### config.mk
export PLATFORM = sky130hd
export DESIGN_NAME = ccsu_queue
export DESIGN_NICKNAME = d
export VERILOG_FILES = /design/src/sv/ccsu_pkg.sv /design/src/sv/ccsu_queue.sv
export SDC_FILE = /design/constraint.sdc
export NUM_CORES = 1
export LEC_CHECK = 0
export BUFFER_PORTS_ARGS = -buffer_cell sky130_fd_sc_hd__buf_2
export CAP_MARGIN = 30
export CORE_MARGIN = 5
export CORE_UTILIZATION = 52
export DETAILED_ROUTE_END_ITERATION = 6
export HOLD_SLACK_MARGIN = 0.02
export PLACE_DENSITY = 0.83
export SETUP_SLACK_MARGIN = 0.15
export SLEW_MARGIN = 20
export SYNTH_ARGS = -nofsm -noshare
export SYNTH_HDL_FRONTEND = slang
export SYNTH_SLANG_ARGS = --single-unit
### constraint.sdc
create_clock -name clk_i -period 10.5 [get_ports clk_i]
set_input_delay 0.525 -clock clk_i [delete_from_list [all_inputs] [get_ports clk_i]]
set_output_delay 0.525 -clock clk_i [all_outputs]
set_load 0.05 [all_outputs]
### src/sv/ccsu_pkg.sv
`default_nettype none
package ccsu_pkg;

  // configuration register indexes
  localparam logic [2:0] RegKey01 = 3'd0;
  localparam logic [2:0] RegKey23 = 3'd1;
  localparam logic [2:0] RegKey45 = 3'd2;
  localparam logic [2:0] RegKey67 = 3'd3;
  localparam logic [2:0] RegNonce = 3'd4;

  // sigma words of the block layout
  localparam logic [31:0] Sigma0 = 32'h6170_7865;
  localparam logic [31:0] Sigma1 = 32'h3320_646e;
  localparam logic [31:0] Sigma2 = 32'h7962_2d32;
  localparam logic [31:0] Sigma3 = 32'h6b20_6574;

  localparam logic [2:0] FullWordBytes = 3'd4;

  typedef logic [15:0][31:0] block_t;

  // key and nonce as held by the register file
  typedef struct packed {
    logic [3:0][63:0] key;
    logic [63:0]      nonce;
  } cfg_t;

  // one classified word on its way from front to back
  typedef struct packed {
    logic [31:0] data;
    logic [2:0]  nbytes;
    logic        build;
    logic [31:0] ctr;
    logic [3:0]  pos;
  } entry_t;

  // block core status
  typedef struct packed {
    logic busy;
    logic done;
  } core_stat_t;

  function automatic logic [31:0] rotl(input logic [31:0] v, input int n);
    rotl = (v << n) | (v >> (32 - n));
  endfunction

  // one quarter round on words a, b, c, d
  function automatic logic [3:0][31:0] qround(input logic [31:0] a_in,
                                              input logic [31:0] b_in,
                                              input logic [31:0] c_in,
                                              input logic [31:0] d_in);
    logic [31:0] a, b, c, d;
    a = a_in; b = b_in; c = c_in; d = d_in;
    a = a + b; d = rotl(d ^ a, 16);
    c = c + d; b = rotl(b ^ c, 12);
    a = a + b; d = rotl(d ^ a, 8);
    c = c + d; b = rotl(b ^ c, 7);
    qround = {d, c, b, a};
  endfunction

  // input block from key, nonce and counter
  function automatic block_t make_init(input cfg_t cfg, input logic [31:0] ctr);
    block_t w;
    w[0] = Sigma0;
    w[1] = Sigma1;
    w[2] = Sigma2;
    w[3] = Sigma3;
    for (int i = 0; i < 4; i++) begin
      w[4 + 2 * i] = cfg.key[i][31:0];
      w[5 + 2 * i] = cfg.key[i][63:32];
    end
    w[12] = ctr;
    w[13] = 32'd0;
    w[14] = cfg.nonce[31:0];
    w[15] = cfg.nonce[63:32];
    make_init = w;
  endfunction

endpackage
`default_nettype wire

### src/sv/ccsu_queue.sv
`default_nettype none
module ccsu_queue (
  input  wire logic              clk_i,
  input  wire logic              rst_ni,
  input  wire logic              push_i,
  input  wire ccsu_pkg::entry_t  entry_i,
  input  wire logic              pop_i,
  output logic                   full_o,
  output logic                   valid_o,
  output ccsu_pkg::entry_t       head_o
);

  ccsu_pkg::entry_t [1:0] slot_q;
  logic       wr_q, rd_q;
  logic [1:0] cnt_q;

  assign full_o  = (cnt_q == 2'd2);
  assign valid_o = (cnt_q != 2'd0);
  assign head_o  = slot_q[rd_q];

  // payload slots
  always_ff @(posedge clk_i) begin
    if (push_i) begin
      slot_q[wr_q] <= entry_i;
    end
  end

  // pointers and fill count
  always_ff @(posedge clk_i or negedge rst_ni) begin
    if (!rst_ni) begin
      wr_q  <= 1'b0;
      rd_q  <= 1'b0;
      cnt_q <= 2'd0;
    end else begin
      if (push_i) wr_q <= ~wr_q;
      if (pop_i)  rd_q <= ~rd_q;
      if (push_i && !pop_i)      cnt_q <= cnt_q + 2'd1;
      else if (pop_i && !push_i) cnt_q <= cnt_q - 2'd1;
    end
  end

endmodule
`default_nettype wire

==> results_dict.tcl <==
set metrics [dict create \
    outcome "complete, no violations" \
    final_net_count 481 \
    remaining_drc_errors 0 \
    ys_top_cells_by_area "sky130_fd_sc_hd__edfxtp_1 75%, sky130_fd_sc_hd__mux2_4 18%, sky130_fd_sc_hd__buf_12 2.4%" \
    slew_viol_final 0 \
    hpwlAfterDp_um 6310 \
    timing_worst_setup_path_type "flop to output port" \
    clkSlewWorstSetupHoldPaths_ns 0.06 \
    coreArea_mm2 0.0108 \
    register_area_share_after_synthesis 0.772 \
    number_of_global_route_vias_before_repair 2931 \
    total_length_of_routed_wires_um 9520 \
    detailed_place.area_mm2 0.00653 \
    post_cts_resized 0 \
    grt-ovfl-total 0 \
    worst_ep_arrival_time_ns 2.67 \
    drt-pass1-iter-count 4 \
    drive_above_1_share 0.615 \
    die_area_mm2 0.0132 \
    worstSkewPairLatency_ns 0.51 \
    number_of_enable_flip_flop_cells_after_synthesis 144 \
    vdd_ir_drop_max_v 0.000239 \
    post_route_minimum_period_ns 3.19 \
    gp_routability_congestion 0.693 \
    numClockSinks 148 \
    hold_buffers 1 \
    ios 150 \
    cts-buffers-inserted 17 \
    count_of_state_elements_after_synthesis 148 \
    netlist_instances 240 \
    chipWidth_um 115 \
    timing.final.setup_violations 0 \
    timing.final.crit_share 0.304 \
    initial_utilization 0.529 \
    cts_setup_buffers 0 \
    post-synth-top-area-fraction 0.754 \
    critical_path.startpoint_type "flop" \
    timing.slew.headroom 0.380 \
    cp-end-kind "output port" \
    syn-mean-instance-area_um2 23.9 \
    vias 2723 \
    clock_tree.htree_level_count 4 \
    tritoncts "built" \
    global_route.usage.total 0.150 \
    synth.most_common_cell "sky130_fd_sc_hd__edfxtp_1" \
    ys_warn_count 0 \
    async_flop_share 0.0270 \
    area_delta_synth_final_pct 24.7 \
    ctsLongestPathBuffers 2 \
    timing.clock.skew_ns 0.00531 \
    number_of_diodes_added_for_antenna_fixing 0 \
    cp_data_required_time_ns 9.98 \
    routed_wire_length_per_instance_um 17.1 \
    post-route-cell-area_mm2 0.00715 \
    rsz_0062_raised_after_global_routing "false" \
    mappedNetlistNets 317 \
    remaining_antenna_violation_count 0 \
    cts_root_buffer "sky130_fd_sc_hd__clkbuf_8" \
    grt_start_max_net_pins 73 \
    detail_route.iter0.violations 124 \
    finalSetupTns_ns 0 \
    floorplan.die.height_um 115 \
    area_leader_netlist "sky130_fd_sc_hd__edfxtp_1" \
    worst_tran_pin_value_ns 0.928 \
    p_leak_nw 2.93 \
    vias_per_cell 4.90 \
    finalHoldViolations 0 \
    rows 38 \
    powerDensity_mw_per_mm2 332 \
    antenna_found_initial 1 \
    synth-main-ff-cell "sky130_fd_sc_hd__edfxtp_1" \
    worst_hold_path_type "input pin to flop" \
    synth.top_cells.by_count "144 x sky130_fd_sc_hd__edfxtp_1, 69 x sky130_fd_sc_hd__mux2_4, 7 x sky130_fd_sc_hd__buf_12" \
    timing.max_cap.violations 0 \
    fmaxAchievable_mhz 313 \
    wire_length_of_the_first_global_routing_pass_um 14600 \
    design_power_total_mw 2.37 \
    crit_fanout 47 \
    syn-cell-area_mm2 0.00573 \
    synth_cell_type_count 14 \
    port_buffers 149 \
]
## layout by cell type (no fill, tap or decap), drive strengths merged
cell / count
and2: 1
buf: 152
bufinv: 4
clkbuf: 18
clkinv: 8
clkinvlp: 1
dfrtp: 4
dlygate4sd3: 1
edfxtp: 144
ha: 1
inv: 1
mux2: 72
nor2: 1
nor2b: 2
or2: 1
xnor2: 1
xor2: 4
## layer usage
metal / global-route usage / vias to the layer above / part of all wire
met5: 0 / - / 0.0017
met1: 0.180 / 1317 / 0.40
met3: 0.0516 / 17 / 0.091
li1: - / 1277 / -
met2: 0.245 / 110 / 0.49
met4: 0.0704 / 2 / 0.017
## cell type report
type                            instances  area (µm²)
Clock buffer                           18         418
Clock inverter                         13         165
Fill cell                             742        3690
Inverter                                1        3.75
Multi-Input combinational cell         83        1160
Sequential cell                       148        4430
Tap cell                              140         175
Timing Repair Buffer                  153         798
## metrics by stage
step	std cells	setup slack (ns)	hold slack, ns	utilization
2_1_floorplan	240	6.31	0.229	-
3_5_place_dp	523	7.79	0.342	0.603
4_1_cts	555	7.23	0.174	0.657
5_1_grt	556	7.18	0.180	0.660
3_3_place_gp	523	7.81	0.339	0.603
6_report	556	7.31	0.204	0.660
## logic make-up after synthesis
family | share of synthesized area
DFF | 0.772
muxes | 0.187
buffers and inverters | 0.0271
xor gates and xnor gates | 0.00764
and+or+nand+nor | 0.00502
adders and majority gates | 0.00218
## path summary, 6_finish.rpt
check                            startpoint    endpoint  slack (ns)  cells after the start
worst max-delay path                   rd_q  head_o[56]        7.31                      3
worst min-delay path            entry_i[31]  slot_q[31]        0.20                      1
worst max register to register         wr_q  slot_q[60]        8.32                      2
min in group asynchronous            rst_ni        wr_q        0.35                      2
max in group asynchronous            rst_ni        rd_q       10.00                      2
worst min register to register     cnt_q[1]    cnt_q[1]        0.48                      1
## worst max-delay path: stages, from the launching register on
cell and delay (ns):
sky130_fd_sc_hd__dfrtp_4 0.75, sky130_fd_sc_hd__buf_4 0.76, sky130_fd_sc_hd__mux2_2 0.42, sky130_fd_sc_hd__buf_2 0.21
## power by group
part / internal [mW] / switching [mW] / leakage [nW] / total (mW)
clock: 0.380 / 0.211 / 0.289 / 0.591
sequential: 0.786 / 0.0589 / 1.40 / 0.845
combinational: 0.306 / 0.630 / 1.24 / 0.937
total: 1.47 / 0.900 / 2.93 / 2.37
## registers in the layout (all words and copies together), names as in the netlist
| name | count |
|---|---|
| slot_q | 144 |
| cnt_q | 2 |
| rd_q | 1 |
| wr_q | 1 |
No activity file was read; power rests on OpenSTA's default activity.
