## config.mk

```make
export PLATFORM = sky130hd
export DESIGN_NAME = ccsu_front_flat
export DESIGN_NICKNAME = d
export VERILOG_FILES = /design/src/sv/ccsu_pkg.sv /design/src/sv/ccsu_ifs.sv /design/src/sv/ccsu_front.sv /design/src/flat_wrapper.sv
export SDC_FILE = /design/constraint.sdc
export NUM_CORES = 1
export LEC_CHECK = 0
export BUFFER_PORTS_ARGS = -buffer_cell sky130_fd_sc_hd__buf_2
export CAP_MARGIN = 20
export CORE_MARGIN = 1
export CORE_UTILIZATION = 42
export DETAILED_ROUTE_END_ITERATION = 6
export GPL_ROUTABILITY_DRIVEN = 0
export HOLD_SLACK_MARGIN = 0.05
export PLACE_DENSITY = 0.74
export REMOVE_ABC_BUFFERS = 1
export SKIP_CTS_REPAIR_TIMING = 1
export SYNTH_ARGS = -nofsm -noshare
export SYNTH_HDL_FRONTEND = slang
export SYNTH_SLANG_ARGS = --single-unit
```

## constraint.sdc

```tcl
create_clock -name clk_i -period 2.1 [get_ports clk_i]
set_input_delay 0.21 -clock clk_i [delete_from_list [all_inputs] [get_ports clk_i]]
set_output_delay 0.21 -clock clk_i [all_outputs]
set_load 0.02 [all_outputs]
```

## src/sv/ccsu_pkg.sv

```systemverilog
`default_nettype none
package ccsu_pkg;

  // configuration register indexes
  localparam logic [2:0] RegKey01 = 3'd0;
  localparam logic [2:0] RegKey23 = 3'd1;
  localparam logic [2:0] RegKey45 = 3'd2;
  localparam logic [2:0] RegKey67 = 3'd3;
  localparam logic [2:0] RegNonce = 3'd4;

  // sigma words of the block layout
  localparam logic [31:0] Sigma0 = 32'h6170_7865;
  localparam logic [31:0] Sigma1 = 32'h3320_646e;
  localparam logic [31:0] Sigma2 = 32'h7962_2d32;
  localparam logic [31:0] Sigma3 = 32'h6b20_6574;

  localparam logic [2:0] FullWordBytes = 3'd4;

  typedef logic [15:0][31:0] block_t;

  // key and nonce as held by the register file
  typedef struct packed {
    logic [3:0][63:0] key;
    logic [63:0]      nonce;
  } cfg_t;

  // one classified word on its way from front to back
  typedef struct packed {
    logic [31:0] data;
    logic [2:0]  nbytes;
    logic        build;
    logic [31:0] ctr;
    logic [3:0]  pos;
  } entry_t;

  // block core status
  typedef struct packed {
    logic busy;
    logic done;
  } core_stat_t;

  function automatic logic [31:0] rotl(input logic [31:0] v, input int n);
    rotl = (v << n) | (v >> (32 - n));
  endfunction

  // one quarter round on words a, b, c, d
  function automatic logic [3:0][31:0] qround(input logic [31:0] a_in,
                                              input logic [31:0] b_in,
                                              input logic [31:0] c_in,
                                              input logic [31:0] d_in);
    logic [31:0] a, b, c, d;
    a = a_in; b = b_in; c = c_in; d = d_in;
    a = a + b; d = rotl(d ^ a, 16);
    c = c + d; b = rotl(b ^ c, 12);
    a = a + b; d = rotl(d ^ a, 8);
    c = c + d; b = rotl(b ^ c, 7);
    qround = {d, c, b, a};
  endfunction

  // input block from key, nonce and counter
  function automatic block_t make_init(input cfg_t cfg, input logic [31:0] ctr);
    block_t w;
    w[0] = Sigma0;
    w[1] = Sigma1;
    w[2] = Sigma2;
    w[3] = Sigma3;
    for (int i = 0; i < 4; i++) begin
      w[4 + 2 * i] = cfg.key[i][31:0];
      w[5 + 2 * i] = cfg.key[i][63:32];
    end
    w[12] = ctr;
    w[13] = 32'd0;
    w[14] = cfg.nonce[31:0];
    w[15] = cfg.nonce[63:32];
    make_init = w;
  endfunction

endpackage
`default_nettype wire

```

## src/sv/ccsu_ifs.sv

```systemverilog
`default_nettype none
interface ccsu_in_if;
  logic        valid;
  logic        ready;
  logic [31:0] data_word;
  logic [2:0]  valid_bytes;
  logic        message_start;
  modport source(output valid, output data_word, output valid_bytes,
                 output message_start, input ready);
  modport sink(input valid, input data_word, input valid_bytes,
               input message_start, output ready);
endinterface

`default_nettype wire

```

## src/sv/ccsu_front.sv

```systemverilog
`default_nettype none
module ccsu_front (
  input  wire logic            clk_i,
  input  wire logic            rst_ni,
  ccsu_in_if.sink              in_i,
  input  wire logic            full_i,
  output logic                 push_o,
  output ccsu_pkg::entry_t     entry_o
);

  logic [3:0]  pos_q, pos_d;
  logic [31:0] ctr_q, ctr_d;
  logic [3:0]  pos_cur;
  logic [31:0] ctr_cur;
  logic        build;

  assign in_i.ready = ~full_i;
  assign push_o     = in_i.valid & ~full_i;

  // restart on message start, new block at word zero
  always_comb begin
    pos_cur = in_i.message_start ? 4'd0 : pos_q;
    ctr_cur = in_i.message_start ? 32'd0 : ctr_q;
    build   = (pos_cur == 4'd0);
    pos_d   = pos_cur + 4'd1;
    ctr_d   = build ? ctr_cur + 32'd1 : ctr_cur;
  end

  // classified entry, byte count saturated at a full word
  always_comb begin
    entry_o.data   = in_i.data_word;
    entry_o.nbytes = (in_i.valid_bytes > ccsu_pkg::FullWordBytes) ?
                     ccsu_pkg::FullWordBytes : in_i.valid_bytes;
    entry_o.build  = build;
    entry_o.ctr    = ctr_cur;
    entry_o.pos    = pos_cur;
  end

  always_ff @(posedge clk_i or negedge rst_ni) begin
    if (!rst_ni) begin
      pos_q <= 4'd0;
      ctr_q <= 32'd0;
    end else if (push_o) begin
      pos_q <= pos_d;
      ctr_q <= ctr_d;
    end
  end

endmodule
`default_nettype wire

```

## src/flat_wrapper.sv

```systemverilog
// flat-port wrapper written by rule: the top's interface ports become plain ports
module ccsu_front_flat 
  (clk_i, rst_ni, full_i, push_o, entry_o, in_i_valid, in_i_data_word, in_i_valid_bytes, in_i_message_start, in_i_ready);
  ccsu_in_if in_i_i ();
  input  wire logic clk_i;
  input  wire logic rst_ni;
  input  wire logic full_i;
  output logic push_o;
  output ccsu_pkg::entry_t entry_o;
  input wire logic [$bits(in_i_i.valid)-1:0] in_i_valid;
  input wire logic [$bits(in_i_i.data_word)-1:0] in_i_data_word;
  input wire logic [$bits(in_i_i.valid_bytes)-1:0] in_i_valid_bytes;
  input wire logic [$bits(in_i_i.message_start)-1:0] in_i_message_start;
  output wire logic [$bits(in_i_i.ready)-1:0] in_i_ready;
  assign in_i_i.valid = in_i_valid;
  assign in_i_i.data_word = in_i_data_word;
  assign in_i_i.valid_bytes = in_i_valid_bytes;
  assign in_i_i.message_start = in_i_message_start;
  assign in_i_ready = in_i_i.ready;
  ccsu_front u_core (.clk_i(clk_i), .rst_ni(rst_ni), .in_i(in_i_i), .full_i(full_i), .push_o(push_o), .entry_o(entry_o));
endmodule
```

==> results.yml <==
power:
  pwr_density_cell_nw_per_um2: 591
  switchingPower_w: 0.000420
  seq_power_share_pct: 46.8
  vdd.ir_drop.worst_uv: 324
  swShare_pct: 26.4
  p_int_w: 0.00117
  pwr-share-clk_pct: 38.0
  leakagePower_nw: 1.27
  pwr-share-comb_pct: 15.2
global_route:
  grt_pass1_wl_mm: 10.2
  grt_max_degree: 37
  grt_pass1_vias: 1952
  antenna_found_initial: 0
  grt_util_all_layers_pct: 22.3
  grt_overflow: 0
timing:
  finalCritPeriodShare_pct: 101
  fmax_mhz: 471
  rsz0062_at_grt: "true"
  finalSetupViolations: 6
  fin_crit_ns: 2.12
  tightest_slew_ns: 0.820
  max_slew_margin_pct: 45.3
  hold_viol: 0
  slew_viol_final: 0
  finalWorstSetupSlack_ns: -0.0244
  skew_ns: 0.00751
final_layout:
  fillers: 521
  final_common_cell: "buf_2"
  syn_to_final_growth_pct: 11.9
  nNetsFinal: 351
  layout-drive-gt1-share_pct: 25.9
  stdcell_count: 381
  diodes: 0
  seqCellArea_sq_um: 901
  final_cell_mix: "buf_2, nand2_1, dfrtp_1"
  final_util_pct: 48.8
  multi_input_area_sq_um: 1180
cts:
  cts_root_buf: "clkbuf_8"
  cts_tree: "yes"
  clock_sink_count: 36
  clockBufferDepth: 2
  h-tree-depth: 2
  clk_pin_slew_ns: 0.08
  clk-insertion-delay-late_ns: 0.29
  cts_buffers: 5
detailed_routing:
  dr.pass1.iters: 4
  first_iter_violations: 72
  wirelength_mm: 6.43
  wl_per_cell_um: 16.9
  ant_nets: 0
  viasPerCell: 5.19
  num_vias: 1978
  drc: 0
setup_path:
  reg2reg_depth: 6
  critPathMaxStageDelay_ns: 0.52
  slowest_stage: "or4b_4"
  start_kind: "flip-flop"
  crit_top_cell: "or4b_4"
  crit_arrival_ns: 2.30
  rr_endpoint: "u_core.ctr_q[31]"
  path_cells: "or4b_4 > or4b_4 > nor4_4 > buf_6 > nand4_1 > xor2_1"
  worst-path-max-fanout: 7
  rrSetupSlack_ns: -0.02
  reg2reg_from: "u_core.pos_q[3]"
  end_kind: "flip-flop"
  worst-setup-path-type: "reg2reg"
  crit_required_ns: 2.27
yosys:
  synth_cell_type_count: 33
  synth_seq_area_share_pct: 37.5
  ys_warn_count: 0
  syn_area_sq_um: 2400
  syn_inst: 278
  syn_area_per_cell_sq_um: 8.64
  synth_seq_cells: 36
placed_design:
  numPortBuffers: 49
  dp_slack_ns: -0.0406
  hpwl_mm: 4.86
  place_inst: 373
floorplanning:
  die_w_um: 77.6
  die_h_um: 77.6
  rows: 27
  fp.coreArea_sq_um: 5510
  die_area_sq_um: 6030
  initial_core_util_pct: 43.6
  io_pins: 114
run:
  drv_cap: 0
min_path:
  hp-class: "in2async"
run_status:
  violations: "negative setup slack"
  status: "finished, violations left"
through the flow:
stage / setup TNS (ns) / total power, W / hold slack, ns / area, sq um
finish: -0.0558 / 0.00159 / 0.00771 / 2690
global route: -0.434 / 0.00166 / 0.0642 / 2690
CTS: -0.132 / 0.00160 / 0.0369 / 2680
detailed placement: -0.184 / 0.00100 / 0.351 / 2570
global placement: 0 / 0.000994 / 0.345 / 2570
floorplan: -0.152 / 0.000886 / -0.0856 / 2110
kinds of logic (layout without fill, tap and decap cells):
family / count (synthesis) / in the layout / synth area share [%]
xor gates and xnor gates: 29 / 29 / 10.6
AOI/OAI and AO/OA: 18 / 18 / 4.32
and+or+nand+nor: 141 / 141 / 32.6
DFF: 36 / 36 / 37.5
buffers and inverters: 51 / 82 / 13.4
adders and majority gates: 3 / 3 / 1.56
cell type report:
cell class	count	share of cell area, %
multi-input combinational	191	44.0
tap	72	3.35
clock inverter	2	1.30
sequential	36	33.5
inverter	8	1.12
timing repair buffer	66	14.0
clock buffer	6	2.70
synth_stat cells, drive strengths merged:
master,count,share of area (%)
nor2,8,1.3
and4b,1,0.42
a21oi,4,0.83
and2,3,0.78
o21ai,10,2.1
o21bai,1,0.31
ha,3,1.6
and4,2,0.73
clkbuf,9,1.4
inv,8,1.3
nand2,45,7.0
nor2b,33,8.6
and3b,1,0.36
buf,34,11
nor4,5,2.4
o22a,1,0.36
nand3,15,3.1
or4b,2,1.1
dfrtp,36,37
nand4,9,2.3
or2,1,0.26
xnor2,12,4.4
nand4b,2,0.73
nor3,5,1.0
a22o,2,0.73
and3,3,0.78
nand2b,5,1.3
or3,1,0.26
xor2,17,6.2
power groups by stage:
| stage | combinational (W) | clock (W) | sequential, W |
|---|---|---|---|
| final | 0.000241 | 0.000604 | 0.000745 |
| after global routing | 0.000267 | 0.000648 | 0.000747 |
| after CTS | 0.000244 | 0.000611 | 0.000744 |
| after detailed placement | 0.000243 | 0 | 0.000758 |
| after global placement | 0.000239 | 0 | 0.000755 |
| after floorplan | 0.000130 | 0 | 0.000756 |
registers in the layout (all words and copies together) (netlist names):
| signal | count |
|---|---|
| u_core.pos_q | 4 |
| u_core.ctr_q | 32 |
layer usage:
layer	GRT usage, %	wire, um	vias to the layer above
li1	-	-	940
met1	27.2	2750	922
met2	31.2	2720	103
met3	15.5	815	9
met4	3.96	53	4
met5	11.8	86	-
worst max-delay path, delay by kind of cell, from the launching register on:
| family | cells | cell delay, ns |
|---|---|---|
| simple gates | 4 | 1.31 |
| xor+xnor | 1 | 0.15 |
| buf+inv | 1 | 0.16 |
| flops | 1 | 0.38 |
worst max path at each step:
stage / from / to / slack [ns] / cells past startpoint
2_1_floorplan: u_core.pos_q[3] / u_core.ctr_q[25] / -0.04 / 5
3_3_place_gp: in_i_message_start / u_core.ctr_q[25] / 0.007 / 7
3_5_place_dp: in_i_message_start / u_core.ctr_q[19] / -0.04 / 7
4_1_cts: u_core.pos_q[3] / u_core.ctr_q[19] / -0.03 / 6
5_1_grt: u_core.pos_q[3] / u_core.ctr_q[31] / -0.08 / 6
6_report: u_core.pos_q[3] / u_core.ctr_q[31] / -0.02 / 6
(Power assumes the default switching activity.)
